===== src/rtl/core/nps_pkg.sv =====
// ----------------------------------------------------------------------------
// nps_pkg
// Shared types and constants for the 3D nearest point search block.
// ----------------------------------------------------------------------------
`default_nettype none

package nps_pkg;

    // Default sizes of the point store and of one coordinate.
    localparam int DEF_MAX_POINTS = 1024;
    localparam int DEF_COORD_BITS = 16;

    // Fixed field widths.
    localparam int SLOT_W      = 10;
    localparam int COUNT_W     = 11;
    localparam int TAG_W       = 16;
    localparam int REG_INDEX_W = 1;

    // Item operation codes.
    localparam logic OP_LOAD  = 1'b0;
    localparam logic OP_QUERY = 1'b1;

    // Configuration register indexes.
    localparam logic [REG_INDEX_W-1:0] REG_POINT_COUNT = 1'd0;
    localparam logic [REG_INDEX_W-1:0] REG_MAX_DIST    = 1'd1;

    // Control that travels with one point through the distance pipeline.
    typedef struct packed {
        logic valid;
        logic last;
    } nps_ctl_t;

endpackage

`default_nettype wire


===== src/rtl/core/nps_dist_unit.sv =====
// ----------------------------------------------------------------------------
// nps_dist_unit
// Pipelined squared Euclidean distance, one stored point per cycle.
// ----------------------------------------------------------------------------
`default_nettype none

module nps_dist_unit
    import nps_pkg::*;
#(
    parameter int COORD_BITS = DEF_COORD_BITS
) (
    input  wire logic                         clk,
    input  wire logic                         rst_n,
    input  wire logic signed [COORD_BITS-1:0] query_x,
    input  wire logic signed [COORD_BITS-1:0] query_y,
    input  wire logic signed [COORD_BITS-1:0] query_z,
    input  wire nps_ctl_t                     issue_ctl,
    input  wire logic [3*COORD_BITS-1:0]      point,
    output      nps_ctl_t                     dist_ctl,
    output      logic [2*COORD_BITS+1:0]      dist_sq
);

    localparam int C = COORD_BITS;

    // The control of an issued read is registered once, so it lines up with the memory data.
    nps_ctl_t ctl0_reg, ctl1_reg, ctl2_reg, ctl3_reg;

    logic signed [C:0] dx, dy, dz;
    logic [C-1:0]      ax_reg, ay_reg, az_reg;
    logic [2*C-1:0]    sx_reg, sy_reg, sz_reg;
    logic [2*C+1:0]    sum_reg;

    function automatic logic [C-1:0] mag(input logic signed [C:0] d);
        logic signed [C:0] n;
        n = -d;
        return d[C] ? n[C-1:0] : d[C-1:0];
    endfunction

    always_comb
    begin
        dx = {query_x[C-1], query_x} - {point[3*C-1], point[3*C-1:2*C]};
        dy = {query_y[C-1], query_y} - {point[2*C-1], point[2*C-1:C]};
        dz = {query_z[C-1], query_z} - {point[C-1], point[C-1:0]};
    end

    always_ff @(posedge clk or negedge rst_n)
    begin
        if (!rst_n)
        begin
            ctl0_reg <= '0;
            ctl1_reg <= '0;
            ctl2_reg <= '0;
            ctl3_reg <= '0;
        end
        else
        begin
            ctl0_reg <= issue_ctl;
            ctl1_reg <= ctl0_reg;
            ctl2_reg <= ctl1_reg;
            ctl3_reg <= ctl2_reg;
        end
    end

    always_ff @(posedge clk)
    begin
        ax_reg  <= mag(dx);
        ay_reg  <= mag(dy);
        az_reg  <= mag(dz);
        sx_reg  <= ax_reg * ax_reg;
        sy_reg  <= ay_reg * ay_reg;
        sz_reg  <= az_reg * az_reg;
        sum_reg <= {2'b00, sx_reg} + {2'b00, sy_reg} + {2'b00, sz_reg};
    end

    assign dist_ctl = ctl3_reg;
    assign dist_sq  = sum_reg;

endmodule

`default_nettype wire


===== config.mk =====
export PLATFORM = sky130hd
export DESIGN_NAME = nps_dist_unit
export DESIGN_NICKNAME = d
export VERILOG_FILES = /design/src/rtl/core/nps_pkg.sv /design/src/rtl/core/nps_dist_unit.sv
export SDC_FILE = /design/constraint.sdc
export NUM_CORES = 2
export LEC_CHECK = 0
export ABC_CLOCK_PERIOD_IN_PS = 9000
export BUFFER_PORTS_ARGS = -buffer_cell sky130_fd_sc_hd__buf_4
export CAP_MARGIN = 20
export CORE_MARGIN = 2
export CORE_UTILIZATION = 55
export CTS_CLUSTER_SIZE = 40
export DETAILED_ROUTE_END_ITERATION = 16
export GPL_ROUTABILITY_DRIVEN = 0
export PLACE_DENSITY = 0.78
export SYNTH_ARGS = -nofsm -noshare
export SYNTH_HDL_FRONTEND = slang
export SYNTH_SLANG_ARGS = --single-unit

===== constraint.sdc =====
create_clock -name clk -period 9 [get_ports clk]
set_input_delay 0.45 -clock clk [delete_from_list [all_inputs] [get_ports clk]]
set_output_delay 0.45 -clock clk [all_outputs]
set_load 0.03 [all_outputs]

==> impl_metrics.csv <==
group,metric,value,unit
global_routing,globalRouteMet1Util,0.297,
sta,maxSlewViolCount,0,
global_routing,grt_busiest_layer,"met2",
sta,fin_hold_ws,0.103,ns
sta,fin_worst_skew,0.0187,ns
synthesis,synth_edf_count,0,
clocking,ctsResizeCount,0,
placed_design,portBuffers,135,
synthesis,synth_ff_type,"dfxtp_1",
sta,finalSetupTns,0,ns
global_routing,grt_pass1_vias,23200,
placed_design,hpwlAfterDp,53300,um
synthesis,synth.cell_area,30900,sq um
clocking,cts.clk_slew.worst_paths,0.08,ns
finish,final_nets,4504,
clocking,cts_root_buf,"clkbuf_16",
setup_path,critical-path-max-stage-delay,0.74,ns
finish,area_delta_synth_final,7.57,%
setup_path,cp_max_fo,17,
setup_path,critical-path-top-delay-family,"adder cells",
synthesis,ys_ff_latch,183,
global_routing,grtUsageMet2,0.409,
sta,fin_crit,6.89,ns
synthesis,synthArstFlopShare,0.0437,
global_routing,met3_usage,0.0256,
global_routing,grt_max_degree,23,
floorplanning,core_area,55300,sq um
sta,period_share,0.766,
floorplanning,start_util,0.558,
synthesis,synth_common_cells,"inv_1, fa_1, ha_1",
synthesis,synth_area_leaders,"fa_1, ha_1, dfxtp_1",
detailed_routing,drt_iter0_markers,1386,
floorplanning,num_rows,86,
sta,final-setup-viol-count,0,
setup_path,crit_chain,"nand2_1, fa_1, fa_1, inv_1, ha_1, inv_1, fa_1, inv_1, fa_1, inv_1, fa_1, inv_1, ha_1, and3_1, a221o_1, a31oi_1, a2111oi_0, o41a_1, a2111o_1, a31o_2, a21oi_1, xnor2_1",
detailed_routing,drt-total-wl,63200,um
job,cap_violations,0,
clocking,clk_path_buf_depth,2,
detailed_routing,vias,22500,
global_routing,grt_overflow,0,
finish,diodes,0,
min_path,hold_path_class,"primary input to flip-flop",
sta,tightest_slew,0.817,ns
setup_path,worstPathArrival,7.28,ns
global_routing,grt_pass1_wl,108000,um
clocking,cts_made_buffers,17,
clocking,cts_num_sinks,183,
synthesis,synth_largest_area_cell,"fa_1",
floorplanning,dieArea,58000,sq um
finish,drive_gt1_frac,0.0584,
synthesis,ys_seq_area_frac,0.120,
setup_path,worstPathRequired,9.39,ns
floorplanning,dieWidth,241,um
detailed_routing,wl_per_cell,14.8,um
synthesis,synth_area_per_cell,9.03,sq um
detailed_routing,drt_pass1_iterations,8,
floorplanning,ios,136,
setup_path,path_class,"flip-flop to flip-flop",
outcome,status,"complete, no violations",
setup_path,endpoint_kind,"flip-flop",
setup_path,critical_path_buf_inv_count,5,
setup_path,crit_path_start_kind,"flip-flop",
global_routing,antenna_found_initial,2,
detailed_routing,drc,0,
synthesis,synth.most_common_cell,"inv_1",
finish,largest_reg_flops,34,
sta,slew_headroom,0.441,
sta,rsz0062_at_grt,"no",
clocking,cts_tree,"built",
synthesis,yosysUniqueCellTypes,75,
detailed_routing,antenna_left,0,
detailed_routing,vias_per_cell,5.29,
clocking,htree_levels,4,
floorplanning,die_y,241,um
finish,final_util,0.600,
synthesis,yosysWarnings,0,
sta,finalHoldViolCount,0,
clocking,clk_latency,0.47,ns
global_routing,grt_usage,0.230,
synthesis,yosys.area.top_type_share,0.338,
setup_path,cp_slowest_cell,"dfxtp_1",
synthesis,syn_inst,3415,
sta,max_freq,0.145,GHz
==> what timing repair did <==
item / in CTS / in global routing
buffers inserted: 0 / 0
endpoints found under the hold margin: 8 / 0
hold buffers: 1 / 0
==> worst paths after layout <==
| check | to | slack, ns | depth (start not counted) | startpoint |
|---|---|---|---|---|
| setup / recovery | sy_reg[28] | 2.11 | 22 | ay_reg[6] |
| hold / removal | ctl0_reg[0] | 0.10 | 1 | issue_ctl[0] |
| setup reg to reg | sy_reg[28] | 2.11 | 22 | ay_reg[6] |
| hold reg to reg | dist_ctl[0] | 0.36 | 0 | ctl2_reg[0] |
| max in group asynchronous | ctl0_reg[1] | 8.54 | 2 | rst_n |
| min in group asynchronous | ctl1_reg[0] | 0.35 | 2 | rst_n |
==> kinds of logic after synthesis <==
group	synth area share
buffers and inverters	0.112
adder cells (fa/ha/maj)	0.493
AND/OR/NAND/NOR	0.115
AO/OA/AOI/OAI	0.0999
XOR/XNOR	0.0579
flip-flops	0.120
multiplexers	0.00247
other	0.000122
==> layer usage <==
layer	routed length, um	vias up
met4	1390	0
met1	27100	11100
met3	2780	104
met2	31900	500
met5	0	-
li1	-	10800
==> metrics by stage <==
step | cell area, sq um | std cells | setup WS, ns
floorplan | 30900 | 3417 | 2.59
global route | 33200 | 4261 | 1.76
detailed placement | 32500 | 4226 | 2.13
finish | 33200 | 4261 | 2.11
CTS | 33200 | 4259 | 2.11
global placement | 32500 | 4226 | 2.27
==> layout by cell type, fill, tap and decap left out, types with 17 or more instances in the layout <==
cell | Yosys | layout
fa_1 | 521 | 521
nor3_1 | 30 | 30
o21bai_1 | 28 | 28
a21oi_1 | 138 | 138
a21o_1 | 60 | 60
xnor2_1 | 145 | 145
nand2b_1 | 29 | 29
and2_1 | 125 | 125
buf_4 | 0 | 137
nor2_1 | 134 | 134
inv_1 | 842 | 842
dfxtp_1 | 175 | 175
a211oi_1 | 24 | 24
and3_1 | 17 | 17
nor2b_1 | 28 | 28
ha_1 | 383 | 383
nand3_1 | 28 | 28
o21a_1 | 20 | 20
clkbuf_16 | 0 | 17
nand2_1 | 274 | 274
xor2_1 | 59 | 59
o21ai_0 | 78 | 78
==> final cells by class <==
type	count	area [sq um]
multi-input cells	2317	23700
fillers	4684	22100
flip-flops and latches	183	3700
inverters	842	3160
repair buffers	139	1040
well taps	748	936
clock buffers	17	425
clock inverters	15	206
Power is left out: the tool's default activity adds up to more than one toggle a clock period on the data nets, which glitch-free logic cannot reach.
